File: config.mk
export PLATFORM = sky130hd
export DESIGN_NAME = process_id_allocator_core
export DESIGN_NICKNAME = d
export VERILOG_FILES = /design/src/hdl/pia_pkg.sv /design/src/hdl/process_id_allocator_core.sv
export SDC_FILE = /design/constraint.sdc
export NUM_CORES = 1
export LEC_CHECK = 0
export ABC_AREA = 0
export BUFFER_PORTS_ARGS = -buffer_cell sky130_fd_sc_hd__buf_2
export CAP_MARGIN = 5
export CORE_ASPECT_RATIO = 1.2
export CORE_UTILIZATION = 56
export DETAILED_ROUTE_END_ITERATION = 7
export PLACE_DENSITY = 0.81
export SLEW_MARGIN = 20
export SYNTH_ARGS = -nofsm -noshare
export SYNTH_HDL_FRONTEND = slang
export SYNTH_SLANG_ARGS = --single-unit
export TNS_END_PERCENT = 20
File: constraint.sdc
create_clock -name clock -period 4.55 [get_ports clock]
set_clock_uncertainty 0.1 [all_clocks]
set_input_delay 0.91 -clock clock [delete_from_list [all_inputs] [get_ports clock]]
set_output_delay 0.91 -clock clock [all_outputs]
set_load 0.01 [all_outputs]
File: src/hdl/pia_pkg.sv
// pia_pkg: shared constants, widths, codes and state type for the process id allocator
// no dependencies; used by process_id_allocator_core
`default_nettype none

package pia_pkg;

   localparam int TABLE_DEPTH = 64;
   localparam int ID_LIMIT    = 1024;

   localparam int SLOT_W   = $clog2(TABLE_DEPTH);
   localparam int ISSUE_W  = SLOT_W + 1;
   localparam int ID_W     = $clog2(ID_LIMIT);
   localparam int LAST_W   = ID_W + 1;
   localparam int CNT_W    = 7;
   localparam int LIMIT_W  = 7;
   localparam int STATUS_W = 2;
   localparam int RST_W    = $clog2(2 * ID_LIMIT + 2);

   // most live ids the table and the id space can ever hold
   localparam int TABLE_CAP = (TABLE_DEPTH < ID_LIMIT - 1) ? TABLE_DEPTH : ID_LIMIT - 1;

   localparam int CSR_ADDR_W = 3;
   localparam int CSR_DATA_W = 32;

   localparam logic             REG_PROCESS_LIMIT = 1'b0;
   localparam logic [LIMIT_W-1:0] LIMIT_RESET     = 7'd64;

   localparam logic REQ_ALLOC   = 1'b0;
   localparam logic REQ_RELEASE = 1'b1;

   localparam logic [STATUS_W-1:0] STATUS_OK        = 2'd0;
   localparam logic [STATUS_W-1:0] STATUS_FULL      = 2'd1;
   localparam logic [STATUS_W-1:0] STATUS_NOT_FOUND = 2'd2;

   typedef enum logic [2:0] {
      ST_IDLE,
      ST_SCAN,
      ST_FREE,
      ST_REL,
      ST_PUT
   } state_type;

endpackage

`default_nettype wire

File: src/hdl/process_id_allocator_core.sv
// process_id_allocator_core: allocates and releases process ids from a slot table
// depends on pia_pkg; the id table is a synchronous memory with a registered read
`default_nettype none

// channel   direction  handshake              payload
// req       in         req_valid/req_ready    req_type, req_release_pid
// rsp       out        rsp_valid/rsp_ready    rsp_pid, rsp_status, rsp_live_count
// csr       in/out     apb psel/penable       process_limit at byte address 0
//
// release: one table read per cycle, from slot zero until a match or the last slot
// allocate: the free-slot walk over the valid flops, after a table rescan when the next
//   id reaches the bound; a full table or a reached limit answers without either
// the block returns to idle when the result is registered
// slot valid bits are flops cleared by reset, so the table is usable right after reset
// a finished result waits in the output register while the next transaction is taken

module process_id_allocator_core (
   input  wire                                clock,
   input  wire                                reset,
   input  wire                                req_valid,
   output logic                               req_ready,
   input  wire                                req_type,
   input  wire  [pia_pkg::ID_W-1:0]           req_release_pid,
   output logic                               rsp_valid,
   input  wire                                rsp_ready,
   output logic [pia_pkg::ID_W-1:0]           rsp_pid,
   output logic [pia_pkg::STATUS_W-1:0]       rsp_status,
   output logic [pia_pkg::CNT_W-1:0]          rsp_live_count,
   input  wire                                csr_psel,
   input  wire                                csr_penable,
   input  wire                                csr_pwrite,
   input  wire  [pia_pkg::CSR_ADDR_W-1:0]     csr_paddr,
   input  wire  [pia_pkg::CSR_DATA_W-1:0]     csr_pwdata,
   output logic [pia_pkg::CSR_DATA_W-1:0]     csr_prdata,
   output logic                               csr_pready
);

   localparam int SLOT_W  = pia_pkg::SLOT_W;
   localparam int ISSUE_W = pia_pkg::ISSUE_W;
   localparam int ID_W    = pia_pkg::ID_W;
   localparam int LAST_W  = pia_pkg::LAST_W;
   localparam int CNT_W   = pia_pkg::CNT_W;
   localparam int LIMIT_W = pia_pkg::LIMIT_W;
   localparam int STAT_W  = pia_pkg::STATUS_W;
   localparam int RST_W   = pia_pkg::RST_W;
   localparam int DEPTH   = pia_pkg::TABLE_DEPTH;

   pia_pkg::state_type state_ff, state_in;

   logic [LAST_W-1:0]  last_ff, last_in;
   logic [LAST_W-1:0]  safe_ff, safe_in;
   logic [CNT_W-1:0]   count_ff, count_in;
   logic [LIMIT_W-1:0] limit_ff, limit_in;
   logic [DEPTH-1:0]   slot_valid_ff, slot_valid_in;
   logic [ID_W-1:0]    rel_ff, rel_in;
   logic [ISSUE_W-1:0] issue_ff, issue_in;
   logic               pend_ff, pend_in;
   logic [SLOT_W-1:0]  rd_slot_ff, rd_slot_in;
   logic [ID_W-1:0]    rd_data_ff;
   logic [RST_W-1:0]   restarts_ff, restarts_in;
   logic [SLOT_W-1:0]  free_ff, free_in;
   logic [ID_W-1:0]    res_pid_ff, res_pid_in;
   logic [STAT_W-1:0]  res_status_ff, res_status_in;
   logic               rsp_valid_ff, rsp_valid_in;
   logic [ID_W-1:0]    rsp_pid_ff, rsp_pid_in;
   logic [STAT_W-1:0]  rsp_status_ff, rsp_status_in;
   logic [CNT_W-1:0]   rsp_count_ff, rsp_count_in;

   logic [ID_W-1:0]    id_mem [DEPTH];
   logic [SLOT_W-1:0]  rd_addr;
   logic               mem_we;

   logic               accept;
   logic               scanning;
   logic               issue_en;
   logic               slot_live;
   logic [LAST_W-1:0]  id_ext;
   logic               id_hit;
   logic [LAST_W-1:0]  last_inc;
   logic [LAST_W-1:0]  last_wrap;
   logic               need_restart;
   logic [RST_W-1:0]   restarts_inc;
   logic               runaway;
   logic               scan_last;
   logic               scan_done;
   logic               rel_hit;
   logic               rel_miss;
   logic               free_hit;
   logic               out_free;
   logic               alloc_full;
   logic               alloc_rescan;
   logic               csr_write;

   // ---------------------------------------------------------------- evaluation
   always_comb begin
      accept       = req_valid && req_ready;
      scanning     = (state_ff == pia_pkg::ST_SCAN) || (state_ff == pia_pkg::ST_REL);
      issue_en     = issue_ff < ISSUE_W'(DEPTH);
      slot_live    = pend_ff && slot_valid_ff[rd_slot_ff];
      id_ext       = {1'b0, rd_data_ff};
      id_hit       = slot_live && (id_ext == last_ff);
      last_inc     = last_ff + LAST_W'(1);
      last_wrap    = (last_inc >= LAST_W'(pia_pkg::ID_LIMIT)) ? LAST_W'(1) : last_inc;
      need_restart = (state_ff == pia_pkg::ST_SCAN) && id_hit && (last_inc >= safe_ff);
      restarts_inc = restarts_ff + RST_W'(1);
      runaway      = need_restart && (restarts_inc > RST_W'(2 * pia_pkg::ID_LIMIT));
      scan_last    = pend_ff && (rd_slot_ff == SLOT_W'(DEPTH - 1));
      scan_done    = (state_ff == pia_pkg::ST_SCAN) && !need_restart && scan_last;
      rel_hit      = (state_ff == pia_pkg::ST_REL) && slot_live && (rd_data_ff == rel_ff);
      rel_miss     = (state_ff == pia_pkg::ST_REL) && !rel_hit && scan_last;
      free_hit     = (state_ff == pia_pkg::ST_FREE) && !slot_valid_ff[free_ff];
      out_free     = !rsp_valid_ff || rsp_ready;
      alloc_full   = (count_ff >= limit_ff) || (count_ff >= CNT_W'(pia_pkg::TABLE_CAP));
      alloc_rescan = (last_inc >= safe_ff) || (last_inc >= LAST_W'(pia_pkg::ID_LIMIT));
      // restart goes back to slot zero in the same cycle, dropping the read in flight
      rd_addr      = need_restart ? '0 : issue_ff[SLOT_W-1:0];
      csr_write    = csr_psel && csr_penable && csr_pwrite && csr_pready &&
                     (csr_paddr[2] == pia_pkg::REG_PROCESS_LIMIT);
   end

   // ---------------------------------------------------------------- next state
   always_comb begin
      state_in = state_ff;
      case (state_ff)
         pia_pkg::ST_IDLE: begin
            if (accept) begin
               if (req_type == pia_pkg::REQ_RELEASE) begin
                  state_in = pia_pkg::ST_REL;
               end else if (alloc_full) begin
                  state_in = pia_pkg::ST_PUT;
               end else if (alloc_rescan) begin
                  state_in = pia_pkg::ST_SCAN;
               end else begin
                  state_in = pia_pkg::ST_FREE;
               end
            end
         end
         pia_pkg::ST_SCAN: begin
            if (runaway) begin
               state_in = pia_pkg::ST_PUT;
            end else if (scan_done) begin
               state_in = pia_pkg::ST_FREE;
            end
         end
         pia_pkg::ST_FREE: begin
            if (free_hit) begin
               state_in = pia_pkg::ST_PUT;
            end
         end
         pia_pkg::ST_REL: begin
            if (rel_hit || rel_miss) begin
               state_in = pia_pkg::ST_PUT;
            end
         end
         pia_pkg::ST_PUT: begin
            if (out_free) begin
               state_in = pia_pkg::ST_IDLE;
            end
         end
         default: begin
            state_in = pia_pkg::ST_IDLE;
         end
      endcase
   end

   // ---------------------------------------------------------------- outputs and datapath
   always_comb begin
      req_ready     = (state_ff == pia_pkg::ST_IDLE);
      last_in       = last_ff;
      safe_in       = safe_ff;
      count_in      = count_ff;
      slot_valid_in = slot_valid_ff;
      rel_in        = rel_ff;
      restarts_in   = restarts_ff;
      free_in       = free_ff;
      res_pid_in    = res_pid_ff;
      res_status_in = res_status_ff;
      mem_we        = 1'b0;
      rsp_valid_in  = rsp_valid_ff && !rsp_ready;
      rsp_pid_in    = rsp_pid_ff;
      rsp_status_in = rsp_status_ff;
      rsp_count_in  = rsp_count_ff;
      limit_in      = csr_write ? csr_pwdata[LIMIT_W-1:0] : limit_ff;

      // table read pipeline, one slot per cycle
      if (scanning) begin
         pend_in    = need_restart || issue_en;
         rd_slot_in = rd_addr;
         issue_in   = need_restart ? ISSUE_W'(1) : issue_ff + ISSUE_W'(issue_en);
      end else begin
         pend_in    = 1'b0;
         rd_slot_in = rd_slot_ff;
         issue_in   = '0;
      end

      case (state_ff)
         pia_pkg::ST_IDLE: begin
            free_in = '0;
            if (accept) begin
               res_pid_in = '0;
               if (req_type == pia_pkg::REQ_RELEASE) begin
                  rel_in        = req_release_pid;
                  res_status_in = pia_pkg::STATUS_NOT_FOUND;
               end else if (alloc_full) begin
                  res_status_in = pia_pkg::STATUS_FULL;
               end else begin
                  last_in       = last_wrap;
                  res_status_in = pia_pkg::STATUS_OK;
                  if (alloc_rescan) begin
                     safe_in     = LAST_W'(pia_pkg::ID_LIMIT);
                     restarts_in = '0;
                  end
               end
            end
         end
         pia_pkg::ST_SCAN: begin
            if (id_hit) begin
               if (need_restart) begin
                  last_in     = last_wrap;
                  safe_in     = LAST_W'(pia_pkg::ID_LIMIT);
                  restarts_in = restarts_inc;
                  if (runaway) begin
                     res_status_in = pia_pkg::STATUS_FULL;
                  end
               end else begin
                  last_in = last_inc;
               end
            end else if (slot_live && (id_ext > last_ff) && (safe_ff > id_ext)) begin
               safe_in = id_ext;
            end
         end
         pia_pkg::ST_FREE: begin
            if (free_hit) begin
               mem_we                 = 1'b1;
               slot_valid_in[free_ff] = 1'b1;
               count_in               = count_ff + CNT_W'(1);
               res_pid_in             = last_ff[ID_W-1:0];
               res_status_in          = pia_pkg::STATUS_OK;
            end else begin
               free_in = free_ff + SLOT_W'(1);
            end
         end
         pia_pkg::ST_REL: begin
            if (rel_hit) begin
               slot_valid_in[rd_slot_ff] = 1'b0;
               count_in                  = count_ff - CNT_W'(1);
               res_pid_in                = rel_ff;
               res_status_in             = pia_pkg::STATUS_OK;
            end
         end
         pia_pkg::ST_PUT: begin
            if (out_free) begin
               rsp_valid_in  = 1'b1;
               rsp_pid_in    = res_pid_ff;
               rsp_status_in = res_status_ff;
               rsp_count_in  = count_ff;
            end
         end
         default: begin
         end
      endcase
   end

   assign rsp_valid      = rsp_valid_ff;
   assign rsp_pid        = rsp_pid_ff;
   assign rsp_status     = rsp_status_ff;
   assign rsp_live_count = rsp_count_ff;
   assign csr_pready     = 1'b1;
   assign csr_prdata     = (csr_paddr[2] == pia_pkg::REG_PROCESS_LIMIT) ?
                           {{(pia_pkg::CSR_DATA_W - LIMIT_W){1'b0}}, limit_ff} : '0;

   // ---------------------------------------------------------------- id memory
   // writes happen only in the free-slot walk, never while a scan reads
   always_ff @(posedge clock) begin
      if (mem_we) begin
         id_mem[free_ff] <= last_ff[ID_W-1:0];
      end
      rd_data_ff <= id_mem[rd_addr];
   end

   // ---------------------------------------------------------------- registers
   always_ff @(posedge clock) begin
      if (reset) begin
         state_ff      <= pia_pkg::ST_IDLE;
         last_ff       <= LAST_W'(pia_pkg::ID_LIMIT);
         safe_ff       <= LAST_W'(pia_pkg::ID_LIMIT);
         count_ff      <= '0;
         limit_ff      <= pia_pkg::LIMIT_RESET;
         slot_valid_ff <= '0;
         issue_ff      <= '0;
         pend_ff       <= 1'b0;
         restarts_ff   <= '0;
         free_ff       <= '0;
         rsp_valid_ff  <= 1'b0;
      end else begin
         state_ff      <= state_in;
         last_ff       <= last_in;
         safe_ff       <= safe_in;
         count_ff      <= count_in;
         limit_ff      <= limit_in;
         slot_valid_ff <= slot_valid_in;
         issue_ff      <= issue_in;
         pend_ff       <= pend_in;
         restarts_ff   <= restarts_in;
         free_ff       <= free_in;
         rsp_valid_ff  <= rsp_valid_in;
      end
   end

   always_ff @(posedge clock) begin
      rel_ff        <= rel_in;
      rd_slot_ff    <= rd_slot_in;
      res_pid_ff    <= res_pid_in;
      res_status_ff <= res_status_in;
      rsp_pid_ff    <= rsp_pid_in;
      rsp_status_ff <= rsp_status_in;
      rsp_count_ff  <= rsp_count_in;
   end

endmodule

`default_nettype wire

Word level (Yosys, flattened, before mapping)
Memories as Yosys holds them, arrays and structs flattened. A register that Yosys moved wholly into a read port is not among the register bits.
Cells that the tools add are included.
{"block": "classes", "add_sub_neg": 6, "n_mul": 0, "div": 0, "magnitude_cmp": 12, "n_eq_ne": 22, "n_shift": 0, "mux": 70, "bitwise_logic": 5, "n_reduce_logical": 51}
{"operator": "11-bit 2-to-1 mux", "n": 13}
{"operator": "64-bit 2-to-1 mux", "n": 2}
{"operator": "64-bit case mux with 2 select lines", "n": 1}
{"operator": "12-bit 2-to-1 mux", "n": 6}
{"operator": "64-bit AND", "n": 1}
{"operator": "64-bit NOT", "n": 1}
{"operator": "64-bit bitwise OR", "n": 1}
{"operator": "11-bit case mux with 2 select lines", "n": 2}
{"operator": "10-bit 2-to-1 mux", "n": 3}
{"operator": "10-bit case mux with 3 select lines", "n": 1}
{"operator": "3-bit 2-to-1 mux", "n": 8}
{"operator": "12-bit case mux with 2 select lines", "n": 1}
{"operator": "1-bit logical AND", "n": 22}
{"operator": "7-bit 2-to-1 mux", "n": 3}
{"operator": "7-bit AND reduction", "n": 3}
{"operator": "2-bit != test (second input constant)", "n": 9}
{"operator": "2-bit 2-to-1 mux", "n": 8}
{"operator": "3-bit case mux with 5 select lines", "n": 1}
{"operator": "6-bit by 7-bit < comparator with 1-bit output (second input constant)", "n": 2}
{"operator": "7-bit case mux with 2 select lines", "n": 1}
{"operator": "12-bit by 1-bit adder with 12-bit output (second input constant)", "n": 1}
{"operator": "1-bit binary-select mux with 6-bit select", "n": 2}
{"operator": "1-bit demux with 6-bit select", "n": 2}
{"operator": "6-bit by 1-bit greater-or-equal comparator with 1-bit output (second input constant)", "n": 2}
{"operator": "other kinds (39)", "n": 70}
{"block": "word_totals", "ff_bits": 177, "latch_bits": 0, "ramBits": 640, "mem_bits_ro": 0, "input_bits": 53, "out_inout_bits": 54, "word_cells": 186, "mem_count": 1}
{"name": "id_mem", "words": 64, "width": 10, "read_ports": 1, "rd_ports_with_merged_regs": 1, "wr": 1, "line": "process_id_allocator_core.sv:69", "rtl": "logic [ID_W-1:0] id_mem [DEPTH];"}

Depth between registers and ports, before layout
Gate-level depths: netlist of run 1.
{"block": "logic_depth", "ltp_word": 12, "depth_mapped": 19, "ltp_nobuf": 16}

Least setup slack after synthesis of run 1
Ideal clock, no wire load.
{"block": "synth_timing", "kind": "reg2reg", "from": "reg last_ff[2]", "to": "reg rd_data_ff[0] (read register of id_mem)", "setup_time_ns": 0.129, "t_arrival_ns": 4.539, "required_time_ns": 4.321, "setup_slack_ns": -0.219, "path_stages_with_launch": 17, "path_buffers": 3, "period_less_slack_ns": 4.769, "cell_sequence": "dfxtp_1 -> clkbuf_1 -> and3_1 -> nand3_1 -> or3_1 -> xnor2_1 -> ha_1 -> and3_1 -> nand3_1 -> o21ai_0 -> and3_1 -> clkbuf_1 -> clkbuf_1 -> a22oi_1 -> a211o_1 -> a21oi_1 -> nand4_1"}
{"block": "synth_via", "elab_chain_len": 5, "word_cells_on_any_way": 7, "cone_classes": "add/sub: 1; order compare: 1; eq/ne: 1; mux: 1; reduce/logical: 3"}
{"item": "start: declaration", "line": "process_id_allocator_core.sv:50", "rtl": "logic [LAST_W-1:0] last_ff, last_in;"}
{"item": "start signal: assignment", "line": "process_id_allocator_core.sv:285", "rtl": "last_ff <= LAST_W'(pia_pkg::ID_LIMIT);"}
{"item": "start signal: assignment", "line": "process_id_allocator_core.sv:297", "rtl": "last_ff <= last_in;"}
{"item": "parallel branches: the longest is 3 deep, another holds 11-bit by 1-bit adder with 11-bit output"}
{"item": "1-bit logical AND (*)", "line": "process_id_allocator_core.sv:104", "rtl": "need_restart = (state_ff == pia_pkg::ST_SCAN) && id_hit && (last_inc >= safe_ff);"}
{"item": "6-bit 2-to-1 mux (*)", "line": "process_id_allocator_core.sv:116", "rtl": "rd_addr = need_restart ? '0 : issue_ff[SLOT_W-1:0];"}
{"item": "end: declaration", "line": "process_id_allocator_core.sv:59", "rtl": "logic [ID_W-1:0] rd_data_ff;"}
Every way passes the cells marked *.
A chain may end at the register's enable or synchronous reset.

Worst setup path in the final report of run 1
{"block": "layout_timing", "from": "reg last_ff[3]", "to": "reg rd_data_ff[5] (read register of id_mem)"}
Same word-level chain as after synthesis.

==> run_results.csv, run 1 <==
group,metric,value,unit
timing,tightest_slew,1.078,ns
floorplan,core.rowCount,102,
layout,syn2layout_area_growth,12.05,%
layout,final_common_cell,"edfxtp_1",
placement,port_buffers,53,
routing,dr.first_iter.drc_count,3232,
clocking,clock_latency,0.64,ns
worst_setup_path,crit_chain,"and3_1 > nand3_1 > or3_1 > xnor2_1 > ha_1 > and3_1 > nand3_1 > o21ai_1 > and3_2 > buf_4 > a22oi_1 > a211o_1 > a21oi_1 > nand4_1",
floorplan,die_h,282.3,microns
timing,hold_viol,0,
floorplan,start_util,56.68,%
routing,drc_errors,0,
routing,routed_wl,97660,microns
worst_setup_path,path_max_fanout,30,
timing,period_needed,4.336,ns
synthesis,synthSimpleGateAreaFrac,7.581,%
hold_path,holdPathEnd,"rsp_pid[2]$_DFFE_PP_",
clocking,cts_tree,"yes",
timing,final-setup-viol-count,0,
worst_setup_path,reg2reg_depth,14,
synthesis,ys_types,87,
layout,num-fill-cells,4473,
timing,post-route-period-util,95.31,%
synthesis,syn_area_per_cell,13.59,sq um
global_route,grt_usage,29.30,%
synthesis,synth_compound_area_share,11.84,%
routing,antenna_left,0,
run_status,status,"complete, no violations",
global_route,grt_overflow_total,0,
hold_path,worst_hold_path_type,"register to register",
synthesis,seq_area_frac_synth,63.89,%
synthesis,yosys_warnings,0,
global_route,grt_pass1_vias,24170,
layout,nNetsFinal,2914,
timing,setup_tns,0,ns
worst_setup_path,crit_arrival,4.72,ns
timing,fmax,0.2306,GHz
pwr,p_per_area,436.0,mW/mm^2
clocking,cts_sinks,827,
worst_setup_path,slowest_delay,0.46,ns
clocking,cts_root_buf,"clkbuf_16",
worst_setup_path,crit_slowest_cell,"and3_2",
timing,slew_headroom,27.72,%
global_route,antenna_found_initial,0,
floorplan,die_w,235.6,microns
worst_setup_path,cp_num_buf_inv,1,
routing,via_per_inst,6.647,
synthesis,synth_seq_cells,827,
global_route,grt_pass1_wl,146800,microns
pwr,ir_drop,0.0002756,V
worst_setup_path,endpoint_kind,"register",
clocking,cts_buffers,79,
placement,gp_congestion,0.9864,
worst_setup_path,criticalPathCategory,"register to register",
clocking,clk_path_buf_depth,3,
synthesis,synth_adder_area_share,1.692,%
synthesis,ys.flop_type,"edfxtp_1",
worst_setup_path,crit_family,"simple AND/OR/NAND/NOR gates",
worst_setup_path,worstReg2RegStart,"last_ff[3]$_SDFFE_PP0P_",
floorplan,coreArea,0.06470,sq mm
worst_setup_path,r2r_slack,0.21,ns
synthesis,synth_enable_flop_cells,687,
routing,vias,24650,
timing,rsz0062_at_grt,"false",
hold_path,holdCritStartpoint,"res_pid_ff[2]$_DFFE_PP_",
run,maxCapViolations,0,
synthesis,synth_top_family_by_area,"compound AO/OA/AOI/OAI gates",
synthesis,muxShareOfSynthArea,9.703,%
layout,drive_gt1_share,17.84,%
pwr,finalPower,0.01792,W
clocking,cts_max_level,3,
clocking,path_clk_slew,0.06,ns
worst_setup_path,start_kind,"register",
worst_setup_path,worstReg2RegEnd,"rd_data_ff[5]$_DFF_P_",
synthesis,synth_area,0.03668,sq mm
synthesis,synthCells,2699,
hold_path,hold-path-cell-count,0,
layout,final_cell_mix,"687 x edfxtp_1, 196 x nand2_1, 190 x a21oi_1, 167 x inv_1, 139 x buf_4",
global_route,grt_max_degree,80,
synthesis,synthArstFlopShare,0,%
timing,maxSlewViolCount,0,
routing,routedWlPerCell,26.34,microns
routing,firstDrtPassIters,7,
pwr,p_leak,14.43,nW
worst_setup_path,worst_ep_required_time,4.94,ns
synthesis,synth-xor-area-share,0.8120,%
placement,place_hpwl,62150,microns
floorplan,io_pins,107,
floorplan,die-area,0.06652,sq mm
layout,antenna_cells,0,
## metal layers
metal / vias up / part of all wire [%] / global-route usage, %
met3: 354 / 9.7 / 5.758
met4: 0 / 5.6 / 16.04
met5: - / 0 / 0
met2: 1664 / 49 / 49.39
li1: 10580 / - / -
met1: 12050 / 36 / 35.78
## flip-flops by register name (all words and copies together) (netlist names), 2 cells and up
register        flops
rd_data_ff         10
id_mem            640
rel_ff             10
last_ff            11
limit_ff            7
state_ff            3
res_status_ff       2
res_pid_ff         10
rsp_pid            10
restarts_ff        12
slot_valid_ff      64
rd_slot_ff          6
count_ff            7
rsp_live_count      7
free_ff             6
safe_ff            11
issue_ff            7
rsp_status          2
## worst max path at each step
stage	from	end	depth (start not counted)	slack [ns]
5_1_grt	last_ff[1]$_SDFFE_PP0P_	rd_data_ff[4]$_DFF_P_	18	0.05
3_3_place_gp	last_ff[3]$_SDFFE_PP0P_	rd_data_ff[6]$_DFF_P_	14	0.17
4_1_cts	last_ff[2]$_SDFFE_PP0P_	rd_data_ff[7]$_DFF_P_	12	0.04
3_5_place_dp	last_ff[2]$_SDFFE_PP0P_	rd_data_ff[7]$_DFF_P_	12	0.1
2_1_floorplan	last_ff[6]$_SDFFE_PP0P_	rd_data_ff[9]$_DFF_P_	18	0.17
6_report	last_ff[3]$_SDFFE_PP0P_	rd_data_ff[5]$_DFF_P_	14	0.21
## cell usage after synthesis, types with 17 or more instances
cell type / n / area share (%)
o211ai_1: 25 / 0.51
xnor2_1: 23 / 0.55
a22oi_1: 27 / 0.55
nand2_1: 196 / 2.0
mux4_2: 101 / 6.2
ha_1: 48 / 1.6
a21oi_1: 190 / 2.6
edfxtp_1: 687 / 56
and2_1: 18 / 0.31
nor3b_1: 17 / 0.35
a211oi_1: 27 / 0.55
nor2_1: 97 / 0.99
dfxtp_1: 140 / 7.6
inv_1: 169 / 1.7
clkbuf_1: 108 / 1.1
nand4_1: 17 / 0.29
mux2_2: 32 / 0.98
o41ai_1: 63 / 1.5
mux2i_1: 90 / 2.5
nand2b_1: 22 / 0.38
nor4_1: 21 / 0.36
o21bai_1: 22 / 0.45
a31oi_1: 19 / 0.32
a22o_1: 38 / 0.91
and3_1: 19 / 0.32
nand3_1: 49 / 0.67
buf_4: 34 / 0.70
o21ai_0: 71 / 0.97
buf_2: 44 / 0.60
o22ai_1: 25 / 0.43
nor3_1: 26 / 0.35
buf_1: 17 / 0.17
## cell type report
class / instances / area (sq um) / share of cell area, %
multi-input cells: 1517 / 11720 / 28.52
inverters: 172 / 645.6 / 1.571
clock buffers: 107 / 2132 / 5.188
clock inverters: 38 / 329.1 / 0.8007
well taps: 832 / 1041 / 2.533
repair buffers: 215 / 1775 / 4.320
flip-flops and latches: 827 / 23450 / 57.07
## metrics by stage
| stage | setup WS [ns] | hold slack, ns | util, % | instance area [sq um] | instances |
|---|---|---|---|---|---|
| finish | 0.2135 | 0.3195 | 63.51 | 41100 | 3708 |
| global route | 0.05491 | 0.3265 | 63.51 | 41100 | 3708 |
| CTS | 0.04061 | 0.3214 | 63.48 | 41080 | 3706 |
| detailed placement | 0.09535 | 0.3071 | 59.68 | 38620 | 3561 |
| global placement | 0.1729 | 0.3049 | 59.68 | 38620 | 3561 |
| floorplan | 0.1671 | 0.3003 | - | 36770 | 2723 |
## worst reg2reg max path, stage by stage, from the launching register on
cell	delay [ns]
dfxtp_2	0.33
and3_1	0.23
nand3_1	0.14
or3_1	0.40
xnor2_1	0.16
ha_1	0.30
and3_1	0.17
nand3_1	0.10
o21ai_1	0.42
and3_2	0.46
buf_4	0.42
a22oi_1	0.19
a211o_1	0.29
a21oi_1	0.34
nand4_1	0.15
## report_power, final
part	switching (W)	total (W)	internal, W
Clock	0.00284	0.00634	0.00349
Combinational	0.00187	0.00282	0.000950
Sequential	0.000310	0.00876	0.00845
Total	0.00502	0.0179	0.0129
## logic make-up after synthesis
logic type / Yosys count
flip-flops: 827
AO/OA/AOI/OAI: 637
AND/OR/NAND/NOR: 547
buffers and inverters: 379
multiplexers: 224
adder cells (fa/ha/maj): 49
XOR/XNOR: 34
other: 2
## what timing repair did
action / in CTS / in global routing
setup buffers: 0 / 2
gates resized for setup: 0 / 3
hold endpoints to repair: 0 / 0
hold buffers: 0 / 0
setup endpoints to repair: 0 / 10
(Power assumes the default switching activity.)
==> run 2: changes to the inputs <==
--- a/config.mk
+++ b/config.mk
@@ -13,5 +13,5 @@
 export DETAILED_ROUTE_END_ITERATION = 7
 export PLACE_DENSITY = 0.81
-export SLEW_MARGIN = 20
+export SLEW_MARGIN = 25
 export SYNTH_ARGS = -nofsm -noshare
 export SYNTH_HDL_FRONTEND = slang
==> constraint.sdc (replaced) <==
create_clock -name clock -period 3.7 [get_ports clock]
set_clock_uncertainty 0.1 [all_clocks]
set_input_delay 1.11 -clock clock [delete_from_list [all_inputs] [get_ports clock]]
set_output_delay 1.11 -clock clock [all_outputs]
set_load 0.01 [all_outputs]
==> run_results.csv, run 2 (same netlist as run 1, synthesis figures left out) <==
group,metric,value,unit
floorplan,start_util,56.68,%
clocking,path_clk_slew,0.06,ns
hold_path,worst_hold_path_type,"register to register",
pwr,switching_share,27.99,%
global_route,antenna_found_initial,2,
timing,tightest_slew,1.061,ns
worst_setup_path,crit_chain,"and3_4 > nand3_2 > or3_4 > xnor2_2 > ha_1 > a22oi_2 > nand3_1 > a21oi_2 > o21ai_4 > buf_6 > and3_4 > buf_12 > a21oi_4 > clkbuf_16 > a211oi_2 > a22oi_1 > nand4_1",
layout,final_common_cell,"edfxtp_1",
pwr,ir_drop,0.0004822,V
timing,hold_viol,0,
worst_setup_path,crit_arrival,4.27,ns
layout,regMostFlops,"id_mem",
clocking,cts_max_level,3,
timing,maxSlewViolCount,0,
layout,antenna_cells,0,
routing,routedWlPerCell,26.46,microns
layout,stdcell_count,3874,
worst_setup_path,criticalPathCategory,"register to register",
floorplan,core.rowCount,102,
clocking,cts_tree,"yes",
global_route,grt_max_degree,75,
floorplan,die-area,0.06652,sq mm
worst_setup_path,start_kind,"register",
layout,syn2layout_area_growth,19.27,%
timing,rsz0062_at_grt,"true",
global_route,grt_pass1_vias,25090,
run_status,status,"finished with violations",
global_route,grt.met3_usage,4.421,%
layout,drive_gt1_share,24.85,%
timing,slew_headroom,28.84,%
floorplan,die_h,282.3,microns
pwr,finalPower,0.02296,W
timing,post-route-period-util,103.9,%
floorplan,die_w,235.6,microns
timing,fmax,0.2601,GHz
routing,firstDrtPassIters,8,
pwr,comb_power_share,17.8,%
placement,port_buffers,53,
layout,nNetsFinal,3081,
global_route,gr-usage-met2,51.40,%
worst_setup_path,crit_slowest_cell,"or3_4",
pwr,p_leak,15.59,nW
pwr,p_per_area,524.9,mW/mm^2
routing,antenna_left,0,
layout,top_regs,"id_mem x640, slot_valid_ff x64, restarts_ff x12",
layout,largest_register_ff_count,640,
routing,vias,25640,
routing,via_per_inst,6.618,
run_status,violations,"negative setup slack",
routing,routed_wl,102500,microns
routing,dr.first_iter.drc_count,3481,
global_route,grt_usage,30.27,%
clocking,clock_latency,0.65,ns
pwr,power.share.clock,35.6,%
worst_setup_path,endpoint_kind,"register",
timing,final-setup-viol-count,11,
worst_setup_path,crit_family,"simple AND/OR/NAND/NOR gates",
clocking,cts_sinks,827,
global_route,grt_pass1_wl,151000,microns
timing,fin_ws,-0.1443,ns
worst_setup_path,slowest_delay,0.41,ns
global_route,grt_overflow_total,0,
floorplan,coreArea,0.06470,sq mm
placement,place_hpwl,64520,microns
run,maxCapViolations,0,
timing,hold_ws,0.3213,ns
global_route,top_usage_layer,"met2",
floorplan,io_pins,107,
placement,dpl.cell_count,3713,
clocking,clk_path_buf_depth,3,
clocking,hold_buffers,0,
routing,drc_errors,0,
clocking,cts_buffers,78,
timing,period_needed,3.844,ns
pwr,p_sw,0.006426,W
worst_setup_path,worst_ep_required_time,4.12,ns
layout,final_cell_mix,"687 x edfxtp_1, 238 x buf_4, 194 x nand2_1, 176 x a21oi_1, 168 x inv_1",
clocking,cts_root_buf,"clkbuf_16",
pwr,p_seq_share,46.7,%
pwr,internal-power,0.01653,W
worst_setup_path,path_max_fanout,5,
placement,gp_congestion,0.9998,
global_route,grt.met1_usage,37.49,%
worst_setup_path,crit_top_cell,"and3_4",
placement,place_ws,-0.1661,ns
worst_setup_path,cp_num_buf_inv,3,
[run 2: cell count changes in the layout (fill, tap and decap cells not counted), moves of 8 or more]
cell	previous run	this run
buf_6	1	10
a22oi_2	0	10
a211oi_1	27	10
clkbuf_1	23	14
a211oi_2	1	17
buf_4	139	238
a2111oi_0	11	3
a21oi_1	190	176
a22oi_1	27	17
buf_12	23	79
a21oi_2	2	14
[run 2: per-stage QoR]
| stage | setup TNS (ns) | instance area (sq um) | utilization [%] |
|---|---|---|---|
| 4_1_cts | -0.04127 | 43190 | 66.74 |
| 3_5_place_dp | -0.7824 | 40490 | 62.57 |
| 5_1_grt | -2.348 | 43740 | 67.60 |
| 2_1_floorplan | 0 | 36850 | - |
| 3_3_place_gp | -0.4415 | 40490 | 62.57 |
| 6_report | -1.169 | 43740 | 67.60 |
[run 2: cell type report]
type / count / area, sq um
Sequential cell: 827 / 23470
Fill cell: 4093 / 20960
Multi-Input combinational cell: 1517 / 12160
Timing Repair Buffer: 383 / 3834
Clock buffer: 98 / 2110
Tap cell: 832 / 1041
Inverter: 172 / 645.6
Clock inverter: 45 / 483.0
[run 2: final timing paths]
path	cells after the start	slack, ns	endpoint	from
min	0	0.32	rsp_pid[4]$_DFFE_PP_	res_pid_ff[4]$_DFFE_PP_
min reg2reg	0	0.32	rsp_pid[4]$_DFFE_PP_	res_pid_ff[4]$_DFFE_PP_
max	17	-0.14	rd_data_ff[9]$_DFF_P_	last_ff[4]$_SDFFE_PP0P_
max reg2reg	17	-0.14	rd_data_ff[9]$_DFF_P_	last_ff[4]$_SDFFE_PP0P_
[run 2: metal layers]
| metal | vias up | wire length, microns |
|---|---|---|
| met5 | - | 0 |
| met1 | 12600 | 36280 |
| li1 | 10930 | - |
| met2 | 1736 | 50440 |
| met3 | 369 | 9650 |
| met4 | 0 | 6150 |
[run 2: worst reg2reg max path: stages (launching register included)]
cell and delay, ns:
dfxtp_4 0.34, and3_4 0.20, nand3_2 0.07, or3_4 0.41, xnor2_2 0.16, ha_1 0.34
a22oi_2 0.21, nand3_1 0.12, a21oi_2 0.20, o21ai_4 0.11, buf_6 0.13, and3_4 0.22
buf_12 0.15, a21oi_4 0.32, clkbuf_16 0.24, a211oi_2 0.07, a22oi_1 0.22, nand4_1 0.11
[run 2: timing repair]
| item | CTS | global route |
|---|---|---|
| resized for setup | 18 | 85 |
| buffers inserted | 4 | 9 |
| pin swaps | 0 | 47 |
| setup endpoints to repair | 31 | 722 |
| gates cloned | 0 | 4 |
[run 2: power by group through the flow]
stage	registers, W	clock network, W	logic, W
2_1_floorplan	0.0108	0	0.00239
3_3_place_gp	0.0109	0	0.00361
3_5_place_dp	0.0109	0	0.00375
4_1_cts	0.0107	0.00820	0.00384
5_1_grt	0.0107	0.00854	0.00431
6_report	0.0107	0.00816	0.00409
